## config.mk

```make
export PLATFORM = sky130hd
export DESIGN_NAME = bouncing_circle_renderer_top_flat
export DESIGN_NICKNAME = d
export VERILOG_FILES = /design/src/hw/rtl/bcr_pkg.sv /design/src/hw/rtl/bcr_if.sv /design/src/hw/rtl/bcr_cfg.sv /design/src/hw/rtl/bcr_circle.sv /design/src/hw/rtl/bouncing_circle_renderer_top.sv /design/src/flat_wrapper.sv
export SDC_FILE = /design/constraint.sdc
export NUM_CORES = 2
export LEC_CHECK = 0
export ABC_CLOCK_PERIOD_IN_PS = 17500
export BUFFER_PORTS_ARGS = -buffer_cell sky130_fd_sc_hd__buf_2
export CORE_ASPECT_RATIO = 0.6
export CORE_MARGIN = 2
export CORE_UTILIZATION = 35
export CTS_CLUSTER_DIAMETER = 200
export DETAILED_ROUTE_END_ITERATION = 10
export RECOVER_POWER = 50
export REMOVE_ABC_BUFFERS = 1
export SYNTH_ARGS = -nofsm -noshare
export SYNTH_HDL_FRONTEND = slang
export SYNTH_SLANG_ARGS = --single-unit
```

## constraint.sdc

```tcl
create_clock -name clk -period 17.5 [get_ports clk]
set_input_delay 3.5 -clock clk [delete_from_list [all_inputs] [get_ports clk]]
set_output_delay 3.5 -clock clk [all_outputs]
set_load 0.05 [all_outputs]
```

## src/hw/rtl/bcr_pkg.sv

```systemverilog
// Package for the bouncing circle renderer: field widths, register map,
// mode codes, reset values and the structs passed between modules.
// No dependencies.
package bcr_pkg;

	// Geometry and state widths
	localparam int NUM_CIRCLES_DEF = 3;
	localparam int CENTRE_W        = 10;
	localparam int VEL_W           = 4;
	localparam int SIZE_W          = 8;
	localparam int RADIUS_W        = 6;
	localparam int PIX_W           = 8;
	localparam int INDEX_W         = 2;
	localparam int NUM_RADII       = 3;

	// APB register map (byte address = 4 * index)
	localparam int APB_ADDR_W = 5;
	localparam int APB_DATA_W = 32;
	localparam logic [2:0] REG_SCREEN_WIDTH  = 3'd0;
	localparam logic [2:0] REG_SCREEN_HEIGHT = 3'd1;
	localparam logic [2:0] REG_RADIUS_FIRST  = 3'd2;
	localparam logic [2:0] REG_RADIUS_SECOND = 3'd3;
	localparam logic [2:0] REG_RADIUS_THIRD  = 3'd4;

	// Register reset values
	localparam logic [SIZE_W-1:0]   WIDTH_RST  = 8'd80;
	localparam logic [SIZE_W-1:0]   HEIGHT_RST = 8'd26;
	localparam logic [RADIUS_W-1:0] RADIUS_RST [NUM_RADII] = '{6'd4, 6'd2, 6'd6};

	// Input item modes
	localparam logic MODE_QUERY = 1'b0;
	localparam logic MODE_TICK  = 1'b1;

	// Circle state after reset
	localparam logic signed [CENTRE_W-1:0] CX_RST = 10'sd40;
	localparam logic signed [CENTRE_W-1:0] CY_RST = 10'sd13;
	localparam logic signed [VEL_W-1:0] VX_RST [NUM_RADII] = '{4'sd1, -4'sd1, -4'sd3};
	localparam logic signed [VEL_W-1:0] VY_RST [NUM_RADII] = '{4'sd1, -4'sd1, -4'sd1};

	// Configuration as seen by the circle lanes
	typedef struct packed {
		logic [SIZE_W-1:0]                  screen_width;
		logic [SIZE_W-1:0]                  screen_height;
		logic [NUM_RADII-1:0][RADIUS_W-1:0] radius;
	} bcr_cfg_t;

	// Per-lane request: move strobe and the queried pixel
	typedef struct packed {
		logic             tick;
		logic [PIX_W-1:0] pixel_x;
		logic [PIX_W-1:0] pixel_y;
	} bcr_req_t;

	// One axis after the edge checks
	typedef struct packed {
		logic signed [CENTRE_W-1:0] pos;
		logic signed [VEL_W-1:0]    vel;
	} bcr_axis_t;

endpackage

```

## src/hw/rtl/bcr_if.sv

```systemverilog
// Valid/ready channel interfaces for the renderer's input and result beats.
// Depends on bcr_pkg.
interface bcr_in_if;
	logic                         valid;
	logic                         ready;
	logic                         mode;
	logic [bcr_pkg::PIX_W-1:0]    pixel_x;
	logic [bcr_pkg::PIX_W-1:0]    pixel_y;

	modport source (output valid, output mode, output pixel_x, output pixel_y, input ready);
	modport sink   (input valid, input mode, input pixel_x, input pixel_y, output ready);
endinterface

interface bcr_out_if;
	logic                         valid;
	logic                         ready;
	logic                         covered;
	logic [bcr_pkg::INDEX_W-1:0]  circle_index;

	modport source (output valid, output covered, output circle_index, input ready);
	modport sink   (input valid, input covered, input circle_index, output ready);
endinterface

```

## src/hw/rtl/bcr_cfg.sv

```systemverilog
// APB configuration registers: playfield size and the three radii.
// Depends on bcr_pkg.
module bcr_cfg (
	input  logic                            clk,
	input  logic                            arst_n,
	input  logic                            psel,
	input  logic                            penable,
	input  logic                            pwrite,
	input  logic [bcr_pkg::APB_ADDR_W-1:0]  paddr,
	input  logic [bcr_pkg::APB_DATA_W-1:0]  pwdata,
	output logic [bcr_pkg::APB_DATA_W-1:0]  prdata,
	output logic                            pready,
	output bcr_pkg::bcr_cfg_t               cfg
);

	logic [bcr_pkg::SIZE_W-1:0]   width_q;
	logic [bcr_pkg::SIZE_W-1:0]   height_q;
	logic [bcr_pkg::RADIUS_W-1:0] radius_q [bcr_pkg::NUM_RADII];
	logic                         wr_en;
	logic [2:0]                   reg_idx;

	assign pready  = 1'b1;
	assign wr_en   = psel && penable && pwrite;
	assign reg_idx = paddr[4:2];

	// Register writes; indexes past the list are dropped
	always_ff @(posedge clk or negedge arst_n) begin
		if (!arst_n) begin
			width_q  <= bcr_pkg::WIDTH_RST;
			height_q <= bcr_pkg::HEIGHT_RST;
			for (int i = 0; i < bcr_pkg::NUM_RADII; i++) begin
				radius_q[i] <= bcr_pkg::RADIUS_RST[i];
			end
		end else if (wr_en) begin
			unique case (reg_idx)
				bcr_pkg::REG_SCREEN_WIDTH:  width_q     <= pwdata[bcr_pkg::SIZE_W-1:0];
				bcr_pkg::REG_SCREEN_HEIGHT: height_q    <= pwdata[bcr_pkg::SIZE_W-1:0];
				bcr_pkg::REG_RADIUS_FIRST:  radius_q[0] <= pwdata[bcr_pkg::RADIUS_W-1:0];
				bcr_pkg::REG_RADIUS_SECOND: radius_q[1] <= pwdata[bcr_pkg::RADIUS_W-1:0];
				bcr_pkg::REG_RADIUS_THIRD:  radius_q[2] <= pwdata[bcr_pkg::RADIUS_W-1:0];
				default: ;
			endcase
		end
	end

	// Read back
	always_comb begin
		prdata = '0;
		unique case (reg_idx)
			bcr_pkg::REG_SCREEN_WIDTH:  prdata = 32'(width_q);
			bcr_pkg::REG_SCREEN_HEIGHT: prdata = 32'(height_q);
			bcr_pkg::REG_RADIUS_FIRST:  prdata = 32'(radius_q[0]);
			bcr_pkg::REG_RADIUS_SECOND: prdata = 32'(radius_q[1]);
			bcr_pkg::REG_RADIUS_THIRD:  prdata = 32'(radius_q[2]);
			default:                    prdata = '0;
		endcase
	end

	always_comb begin
		cfg.screen_width  = width_q;
		cfg.screen_height = height_q;
		for (int i = 0; i < bcr_pkg::NUM_RADII; i++) begin
			cfg.radius[i] = radius_q[i];
		end
	end

endmodule

```

## src/hw/rtl/bcr_circle.sv

```systemverilog
// One circle lane: centre and velocity registers, bounce/move on a tick and
// the strict containment test for the queried pixel. Depends on bcr_pkg.
module bcr_circle #(
	parameter int LANE = 0
) (
	input  logic                            clk,
	input  logic                            arst_n,
	input  bcr_pkg::bcr_req_t               req,
	input  logic [bcr_pkg::SIZE_W-1:0]      screen_width,
	input  logic [bcr_pkg::SIZE_W-1:0]      screen_height,
	input  logic [bcr_pkg::RADIUS_W-1:0]    radius,
	output logic                            hit
);

	localparam int RST_SEL = LANE % bcr_pkg::NUM_RADII;

	logic signed [bcr_pkg::CENTRE_W-1:0] cx_q, cy_q;
	logic signed [bcr_pkg::VEL_W-1:0]    vx_q, vy_q;
	bcr_pkg::bcr_axis_t                  ax_x, ax_y;
	logic signed [bcr_pkg::CENTRE_W:0]   dx, dy;
	logic signed [2*bcr_pkg::CENTRE_W+1:0] dx2, dy2;
	logic [2*bcr_pkg::CENTRE_W+2:0]      dist2;
	logic [2*bcr_pkg::RADIUS_W-1:0]      r2;

	// Low edge check, then high edge check; each that fires flips the velocity
	function automatic bcr_pkg::bcr_axis_t bounce(
		input logic signed [bcr_pkg::CENTRE_W-1:0] pos,
		input logic signed [bcr_pkg::VEL_W-1:0]    vel,
		input logic [bcr_pkg::RADIUS_W-1:0]        r,
		input logic [bcr_pkg::SIZE_W-1:0]          size
	);
		logic signed [11:0] p, re, se;
		logic signed [bcr_pkg::VEL_W-1:0] v;
		bcr_pkg::bcr_axis_t res;
		p  = 12'(pos);
		re = $signed({6'b0, r});
		se = $signed({4'b0, size});
		v  = vel;
		if (p - re < 0) begin
			v = -v;
			p = re;
		end
		if (p + re > se) begin
			v = -v;
			p = se - re;
		end
		res.pos = p[bcr_pkg::CENTRE_W-1:0] + bcr_pkg::CENTRE_W'(v);
		res.vel = v;
		return res;
	endfunction

	assign ax_y = bounce(cy_q, vy_q, radius, screen_height);
	assign ax_x = bounce(cx_q, vx_q, radius, screen_width);

	// Circle state, moved on a tick
	always_ff @(posedge clk or negedge arst_n) begin
		if (!arst_n) begin
			cx_q <= bcr_pkg::CX_RST;
			cy_q <= bcr_pkg::CY_RST;
			vx_q <= bcr_pkg::VX_RST[RST_SEL];
			vy_q <= bcr_pkg::VY_RST[RST_SEL];
		end else if (req.tick) begin
			cx_q <= ax_x.pos;
			cy_q <= ax_y.pos;
			vx_q <= ax_x.vel;
			vy_q <= ax_y.vel;
		end
	end

	// Squared distance against squared radius, strict
	assign dx    = $signed({3'b0, req.pixel_x}) - $signed({cx_q[bcr_pkg::CENTRE_W-1], cx_q});
	assign dy    = $signed({3'b0, req.pixel_y}) - $signed({cy_q[bcr_pkg::CENTRE_W-1], cy_q});
	assign dx2   = dx * dx;
	assign dy2   = dy * dy;
	assign dist2 = {1'b0, dx2} + {1'b0, dy2};
	assign r2    = radius * radius;
	assign hit   = dist2 < (2*bcr_pkg::CENTRE_W+3)'(r2);

endmodule

```

## src/hw/rtl/bouncing_circle_renderer_top.sv

```systemverilog
// Bouncing circle renderer top level: input register, circle lanes, result register.
// A query passes the input register and then the result register; ticks give no result.
// Throughput: one item per cycle while the result side takes every beat; the limit
// is the single result register, which frees when its beat is taken.
// Reset (arst_n, asynchronous): registers to defaults, circles to their start state.
// Depends on bcr_pkg, bcr_if, bcr_cfg and bcr_circle.
module bouncing_circle_renderer_top #(
	parameter int NUM_CIRCLES = bcr_pkg::NUM_CIRCLES_DEF
) (
	input  logic                            clk,
	input  logic                            arst_n,
	bcr_in_if.sink                          in_ch,
	bcr_out_if.source                       out_ch,
	input  logic                            psel,
	input  logic                            penable,
	input  logic                            pwrite,
	input  logic [bcr_pkg::APB_ADDR_W-1:0]  paddr,
	input  logic [bcr_pkg::APB_DATA_W-1:0]  pwdata,
	output logic [bcr_pkg::APB_DATA_W-1:0]  prdata,
	output logic                            pready
);

	bcr_pkg::bcr_cfg_t           cfg;
	bcr_pkg::bcr_req_t           req;
	logic                        valid_s1, mode_s1;
	logic [bcr_pkg::PIX_W-1:0]   pixel_x_s1, pixel_y_s1;
	logic                        valid_s2, covered_s2;
	logic [bcr_pkg::INDEX_W-1:0] index_s2;
	logic                        out_free, s1_go, in_beat, load_s2;
	logic [NUM_CIRCLES-1:0]      hits;
	logic                        any_hit;
	logic [bcr_pkg::INDEX_W-1:0] hit_idx;

	bcr_cfg u_cfg (
		.clk     (clk),
		.arst_n  (arst_n),
		.psel    (psel),
		.penable (penable),
		.pwrite  (pwrite),
		.paddr   (paddr),
		.pwdata  (pwdata),
		.prdata  (prdata),
		.pready  (pready),
		.cfg     (cfg)
	);

	// Handshake: a tick always leaves stage 1, a query needs a free result slot
	assign out_free    = !valid_s2 || out_ch.ready;
	assign s1_go       = valid_s1 && (mode_s1 == bcr_pkg::MODE_TICK || out_free);
	assign in_ch.ready = !valid_s1 || s1_go;
	assign in_beat     = in_ch.valid && in_ch.ready;
	assign load_s2     = valid_s1 && mode_s1 == bcr_pkg::MODE_QUERY && out_free;

	// Input register
	always_ff @(posedge clk or negedge arst_n) begin
		if (!arst_n) begin
			valid_s1 <= 1'b0;
		end else if (in_beat) begin
			valid_s1 <= 1'b1;
		end else if (s1_go) begin
			valid_s1 <= 1'b0;
		end
	end

	always_ff @(posedge clk) begin
		if (in_beat) begin
			mode_s1    <= in_ch.mode;
			pixel_x_s1 <= in_ch.pixel_x;
			pixel_y_s1 <= in_ch.pixel_y;
		end
	end

	assign req.tick    = valid_s1 && mode_s1 == bcr_pkg::MODE_TICK;
	assign req.pixel_x = pixel_x_s1;
	assign req.pixel_y = pixel_y_s1;

	// Circle lanes
	for (genvar i = 0; i < NUM_CIRCLES; i++) begin : g_lane
		bcr_circle #(.LANE(i)) u_circle (
			.clk           (clk),
			.arst_n        (arst_n),
			.req           (req),
			.screen_width  (cfg.screen_width),
			.screen_height (cfg.screen_height),
			.radius        (cfg.radius[i % bcr_pkg::NUM_RADII]),
			.hit           (hits[i])
		);
	end

	// Highest-numbered covering circle wins
	always_comb begin
		any_hit = 1'b0;
		hit_idx = '0;
		for (int i = 0; i < NUM_CIRCLES; i++) begin
			if (hits[i]) begin
				any_hit = 1'b1;
				hit_idx = bcr_pkg::INDEX_W'(i);
			end
		end
	end

	// Result register
	always_ff @(posedge clk or negedge arst_n) begin
		if (!arst_n) begin
			valid_s2 <= 1'b0;
		end else if (load_s2) begin
			valid_s2 <= 1'b1;
		end else if (out_ch.ready) begin
			valid_s2 <= 1'b0;
		end
	end

	always_ff @(posedge clk) begin
		if (load_s2) begin
			covered_s2 <= any_hit;
			index_s2   <= hit_idx;
		end
	end

	assign out_ch.valid        = valid_s2;
	assign out_ch.covered      = covered_s2;
	assign out_ch.circle_index = index_s2;

	// Checks
	a_idx_zero: assert property (@(posedge clk) disable iff (!arst_n)
		out_ch.valid && !out_ch.covered |-> out_ch.circle_index == '0)
		else $error("circle_index set on an uncovered result");

	a_tick_no_beat: assert property (@(posedge clk) disable iff (!arst_n)
		valid_s1 && mode_s1 == bcr_pkg::MODE_TICK |=> !$rose(valid_s2))
		else $error("tick produced a result beat");

	a_no_bubble: assert property (@(posedge clk) disable iff (!arst_n)
		out_ch.ready |-> in_ch.ready)
		else $error("input stalled while results drain");

	a_query_held: assert property (@(posedge clk) disable iff (!arst_n)
		valid_s1 && mode_s1 == bcr_pkg::MODE_QUERY && valid_s2 && !out_ch.ready
		|=> valid_s1 && $stable(pixel_x_s1) && $stable(pixel_y_s1))
		else $error("stalled query lost from stage 1");

endmodule

```

## src/flat_wrapper.sv

```systemverilog
// flat-port wrapper written by rule: the top's interface ports become plain ports
module bouncing_circle_renderer_top_flat 
#(
	parameter int NUM_CIRCLES = bcr_pkg::NUM_CIRCLES_DEF
)
  (clk, arst_n, psel, penable, pwrite, paddr, pwdata, prdata, pready, in_ch_valid, in_ch_mode, in_ch_pixel_x, in_ch_pixel_y, in_ch_ready, out_ch_valid, out_ch_covered, out_ch_circle_index, out_ch_ready);
  bcr_in_if in_ch_i ();
  bcr_out_if out_ch_i ();
  input  logic clk;
  input  logic arst_n;
  input  logic psel;
  input  logic penable;
  input  logic pwrite;
  input  logic [bcr_pkg::APB_ADDR_W-1:0] paddr;
  input  logic [bcr_pkg::APB_DATA_W-1:0] pwdata;
  output logic [bcr_pkg::APB_DATA_W-1:0] prdata;
  output logic pready;
  input wire logic [$bits(in_ch_i.valid)-1:0] in_ch_valid;
  input wire logic [$bits(in_ch_i.mode)-1:0] in_ch_mode;
  input wire logic [$bits(in_ch_i.pixel_x)-1:0] in_ch_pixel_x;
  input wire logic [$bits(in_ch_i.pixel_y)-1:0] in_ch_pixel_y;
  output wire logic [$bits(in_ch_i.ready)-1:0] in_ch_ready;
  output wire logic [$bits(out_ch_i.valid)-1:0] out_ch_valid;
  output wire logic [$bits(out_ch_i.covered)-1:0] out_ch_covered;
  output wire logic [$bits(out_ch_i.circle_index)-1:0] out_ch_circle_index;
  input wire logic [$bits(out_ch_i.ready)-1:0] out_ch_ready;
  assign in_ch_i.valid = in_ch_valid;
  assign in_ch_i.mode = in_ch_mode;
  assign in_ch_i.pixel_x = in_ch_pixel_x;
  assign in_ch_i.pixel_y = in_ch_pixel_y;
  assign in_ch_ready = in_ch_i.ready;
  assign out_ch_valid = out_ch_i.valid;
  assign out_ch_covered = out_ch_i.covered;
  assign out_ch_circle_index = out_ch_i.circle_index;
  assign out_ch_i.ready = out_ch_ready;
  bouncing_circle_renderer_top #(.NUM_CIRCLES(NUM_CIRCLES)) u_core (.clk(clk), .arst_n(arst_n), .in_ch(in_ch_i), .out_ch(out_ch_i), .psel(psel), .penable(penable), .pwrite(pwrite), .paddr(paddr), .pwdata(pwdata), .prdata(prdata), .pready(pready));
endmodule
```

==> insert_results.sql <==
INSERT INTO impl_metrics (metric_group, metric, value, unit) VALUES
('timing', 'tns', '0', 'ps'),
('floorplanning', 'fp.dieArea', '134000', 'um^2'),
('synth', 'netlist-cell-type-count', '82', ''),
('cts', 'cts.sink_count', '134', ''),
('floorplanning', 'die_y', '284', 'um'),
('run_status', 'failed_checks', 'capacitance limit, slew limit', ''),
('cts', 'cts.htree.levels', '4', ''),
('timing', 'fmax', '86.9', 'MHz'),
('routing', 'post_drt_wl_per_cell', '16.8', 'um'),
('synth', 'syn-mean-instance-area', '8.40', 'um^2'),
('global_route', 'grt_most_used_layer', 'met1', ''),
('routing', 'drt-vias-per-instance', '4.94', ''),
('timing', 'finClkSkew', '11.9', 'ps'),
('global_route', 'grt_pass1_vias', '35200', ''),
('cells_and_area', 'layout-drive-gt1-share', '3.16', '%'),
('floorplanning', 'initial_utilization', '35.4', '%'),
('placement', 'place_inst', '7151', ''),
('synth', 'postSynthRegisterBits', '134', ''),
('synth', 'post_synth_instance_area', '45800', 'um^2'),
('min_path', 'min_path_cells', '1', ''),
('cells_and_area', 'syn2layout_area_growth', '5.97', '%'),
('placement', 'dpl.hpwl', '104000', 'um'),
('global_route', 'grt_max_degree', '79', ''),
('global_route', 'met1_usage_in_global_routing', '29.0', '%'),
('critical_path', 'timing.critical_path.arrival', '11830', 'ps'),
('cells_and_area', 'final_area', '48500', 'um^2'),
('cells_and_area', 'post-route-util', '37.5', '%'),
('critical_path', 'worst_ep_required_time', '17810', 'ps'),
('timing', 'slew_violations', '134', ''),
('synth', 'asyncSetResetFlopFracSynth', '85.1', '%'),
('placement', 'place_congestion', '0.891', ''),
('run_status', 'run_status', 'finished, violations left', ''),
('routing', 'num_vias', '35500', ''),
('cts', 'cts-resized-gates', '0', ''),
('timing', 'report.final.setup_viol', '0', ''),
('min_path', 'endpoint_worst_hold', 'u_core.g_lane[0].u_circle.vx_q[2]', ''),
('critical_path', 'timing.reg2reg.setup_slack', '5990', 'ps'),
('cts', 'cts_tree', 'yes', ''),
('routing', 'ant_nets', '0', ''),
('timing', 'timing.slew.headroom', '-148', '%'),
('critical_path', 'timing.critical_path.slowest_stage_cell', 'sky130_fd_sc_hd__edfxtp_1', ''),
('critical_path', 'critical-path-max-stage-delay', '840', 'ps'),
('timing', 'layout_worst_path_cycle_share', '65.8', '%'),
('synth', 'synth_top_flop_cell', 'sky130_fd_sc_hd__dfrtp_1', ''),
('cts', 'holdBufCountCts', '0', ''),
('cells_and_area', 'instances_no_fill', '7186', ''),
('cts', 'max-clock-path-buffers', '2', ''),
('timing', 'rsz0062_at_grt', 'false', ''),
('cts', 'number_of_buffers_added_by_the_clock_tree_synthesis_step', '17', ''),
('cts', 'clk_root_buffer_cell', 'sky130_fd_sc_hd__clkbuf_16', ''),
('cells_and_area', 'fin_nets', '6848', ''),
('cts', 'clock_insertion_delay_worst_skew', '460', 'ps'),
('synth', 'synth_edf_count', '20', ''),
('timing', 'max_slew.worst_pin.slew', '3720', 'ps'),
('critical_path', 'crit_path_start_kind', 'flop', ''),
('critical_path', 'timing_worst_setup_path_type', 'flop to flop', ''),
('routing', 'remaining_drc_errors', '0', ''),
('run', 'drv_cap', '3', ''),
('synth', 'synth.most_common_cell', 'sky130_fd_sc_hd__inv_1', ''),
('synth', 'synth.top_cells.by_area', 'sky130_fd_sc_hd__fa_1 (29%), sky130_fd_sc_hd__ha_1 (18%), sky130_fd_sc_hd__inv_1 (9.9%)', ''),
('floorplanning', 'fp.coreArea', '129000', 'um^2'),
('cts', 'cts.repair_timing.setup_buffer_count', '0', ''),
('floorplanning', 'rows', '102', ''),
('global_route', 'grtUsageMet3', '2.77', '%'),
('synth', 'postSynthCellCount', '5449', ''),
('synth', 'synth_top_cell_by_area', 'sky130_fd_sc_hd__fa_1', ''),
('routing', 'drt_initial_violations', '2640', ''),
('synth', 'synth_commonest_cells', 'sky130_fd_sc_hd__inv_1 (1212), sky130_fd_sc_hd__fa_1 (671), sky130_fd_sc_hd__ha_1 (662)', ''),
('critical_path', 'rr_endpoint', 'u_core.out_ch.circle_index[0]', ''),
('critical_path', 'worst-path-max-fanout', '9', ''),
('floorplanning', 'die_w', '471', 'um');
-- critical path: cells and delay by family, from the launching register on --
family	cells	cell delay, ps
AND/OR/NAND/NOR	7	2210
AO/OA/AOI/OAI	15	3410
buffers and inverters	6	800
adder cells (fa/ha/maj)	8	3500
flip-flops	1	840
XOR/XNOR	2	580
-- worst max-delay path by stage --
stage,startpoint,endpoint,cells past startpoint
3_3_place_gp,u_core.pixel_y_s1[1],u_core.out_ch.covered,38
2_1_floorplan,u_core.pixel_y_s1[1],u_core.out_ch.circle_index[0],38
3_5_place_dp,u_core.pixel_y_s1[1],u_core.out_ch.circle_index[0],38
4_1_cts,u_core.pixel_y_s1[1],u_core.out_ch.circle_index[0],38
5_1_grt,u_core.pixel_y_s1[1],u_core.out_ch.circle_index[0],38
6_report,u_core.pixel_y_s1[1],u_core.out_ch.circle_index[0],38
-- cell families (layout without fill, tap and decap cells) --
group                    count (synthesis)  in the layout  synth area share (%)
adder cells (fa/ha/maj)               1333           1333                  47.4
buffers and inverters                 1333           1328                  11.1
AND/OR/NAND/NOR                       1210           1210                  11.6
AO/OA/AOI/OAI                          990            990                  13.4
XOR/XNOR                               405            405                  7.78
flip-flops                             134            134                  7.64
multiplexers                            42             42                 0.992
other                                    2             28                0.0164
-- metrics by stage --
| step | worst slack, ps | hold WS (ps) |
|---|---|---|
| finish | 5990 | 484 |
| global route | 5230 | 496 |
| CTS | 5980 | 490 |
| detailed placement | 6020 | 477 |
| global placement | 6220 | 475 |
| floorplan | 8130 | 462 |
-- cells in the final DEF (no fill, tap or decap), types with 27 or more instances in the layout --
| cell type | netlist | routed |
|---|---|---|
| sky130_fd_sc_hd__a21o_1 | 115 | 115 |
| sky130_fd_sc_hd__a21oi_1 | 283 | 283 |
| sky130_fd_sc_hd__and2_1 | 38 | 38 |
| sky130_fd_sc_hd__and3_1 | 27 | 27 |
| sky130_fd_sc_hd__buf_2 | 3 | 30 |
| sky130_fd_sc_hd__dfrtp_1 | 79 | 79 |
| sky130_fd_sc_hd__dfstp_2 | 35 | 35 |
| sky130_fd_sc_hd__fa_1 | 671 | 671 |
| sky130_fd_sc_hd__ha_1 | 662 | 662 |
| sky130_fd_sc_hd__inv_1 | 1212 | 1212 |
| sky130_fd_sc_hd__mux2_2 | 27 | 27 |
| sky130_fd_sc_hd__nand2_1 | 461 | 460 |
| sky130_fd_sc_hd__nand2b_1 | 59 | 59 |
| sky130_fd_sc_hd__nand3_1 | 49 | 49 |
| sky130_fd_sc_hd__nor2_1 | 404 | 404 |
| sky130_fd_sc_hd__nor2b_1 | 52 | 51 |
| sky130_fd_sc_hd__nor3_1 | 53 | 53 |
| sky130_fd_sc_hd__o21a_1 | 44 | 44 |
| sky130_fd_sc_hd__o21ai_0 | 278 | 278 |
| sky130_fd_sc_hd__o21bai_1 | 60 | 60 |
| sky130_fd_sc_hd__xnor2_1 | 290 | 290 |
| sky130_fd_sc_hd__xor2_1 | 113 | 113 |
-- registers in the layout, indices dropped and copies added (netlist names), 8 cells and up --
name / count
u_core.g_lane.u_circle.cx_q: 30
u_core.g_lane.u_circle.cy_q: 30
u_core.u_cfg.cfg: 18
u_core.g_lane.u_circle.vx_q: 9
u_core.g_lane.u_circle.vy_q: 9
u_core.pixel_x_s1: 8
u_core.pixel_y_s1: 8
u_core.u_cfg.height_q: 8
u_core.u_cfg.width_q: 8
-- final cells by class --
class	count	area (um^2)
fill	13300	80900
multi-input combinational	4005	37300
inverter	1229	4610
sequential	134	3500
tap	1716	2150
clock buffer	20	479
timing repair buffer	67	353
clock inverter	12	139
antenna	3	7.51
-- per-layer routing --
metal / wire length [um] / share of wire, % / vias to the layer above
li1: - / - / 17300
met3: 8250 / 6.8 / 80
met2: 48800 / 40 / 909
met5: 0 / 0 / -
met1: 62200 / 52 / 17200
met4: 1470 / 1.2 / 0
Power is not shown: default switching activity piles up to over one toggle a cycle in this logic, so the estimate is an artifact.
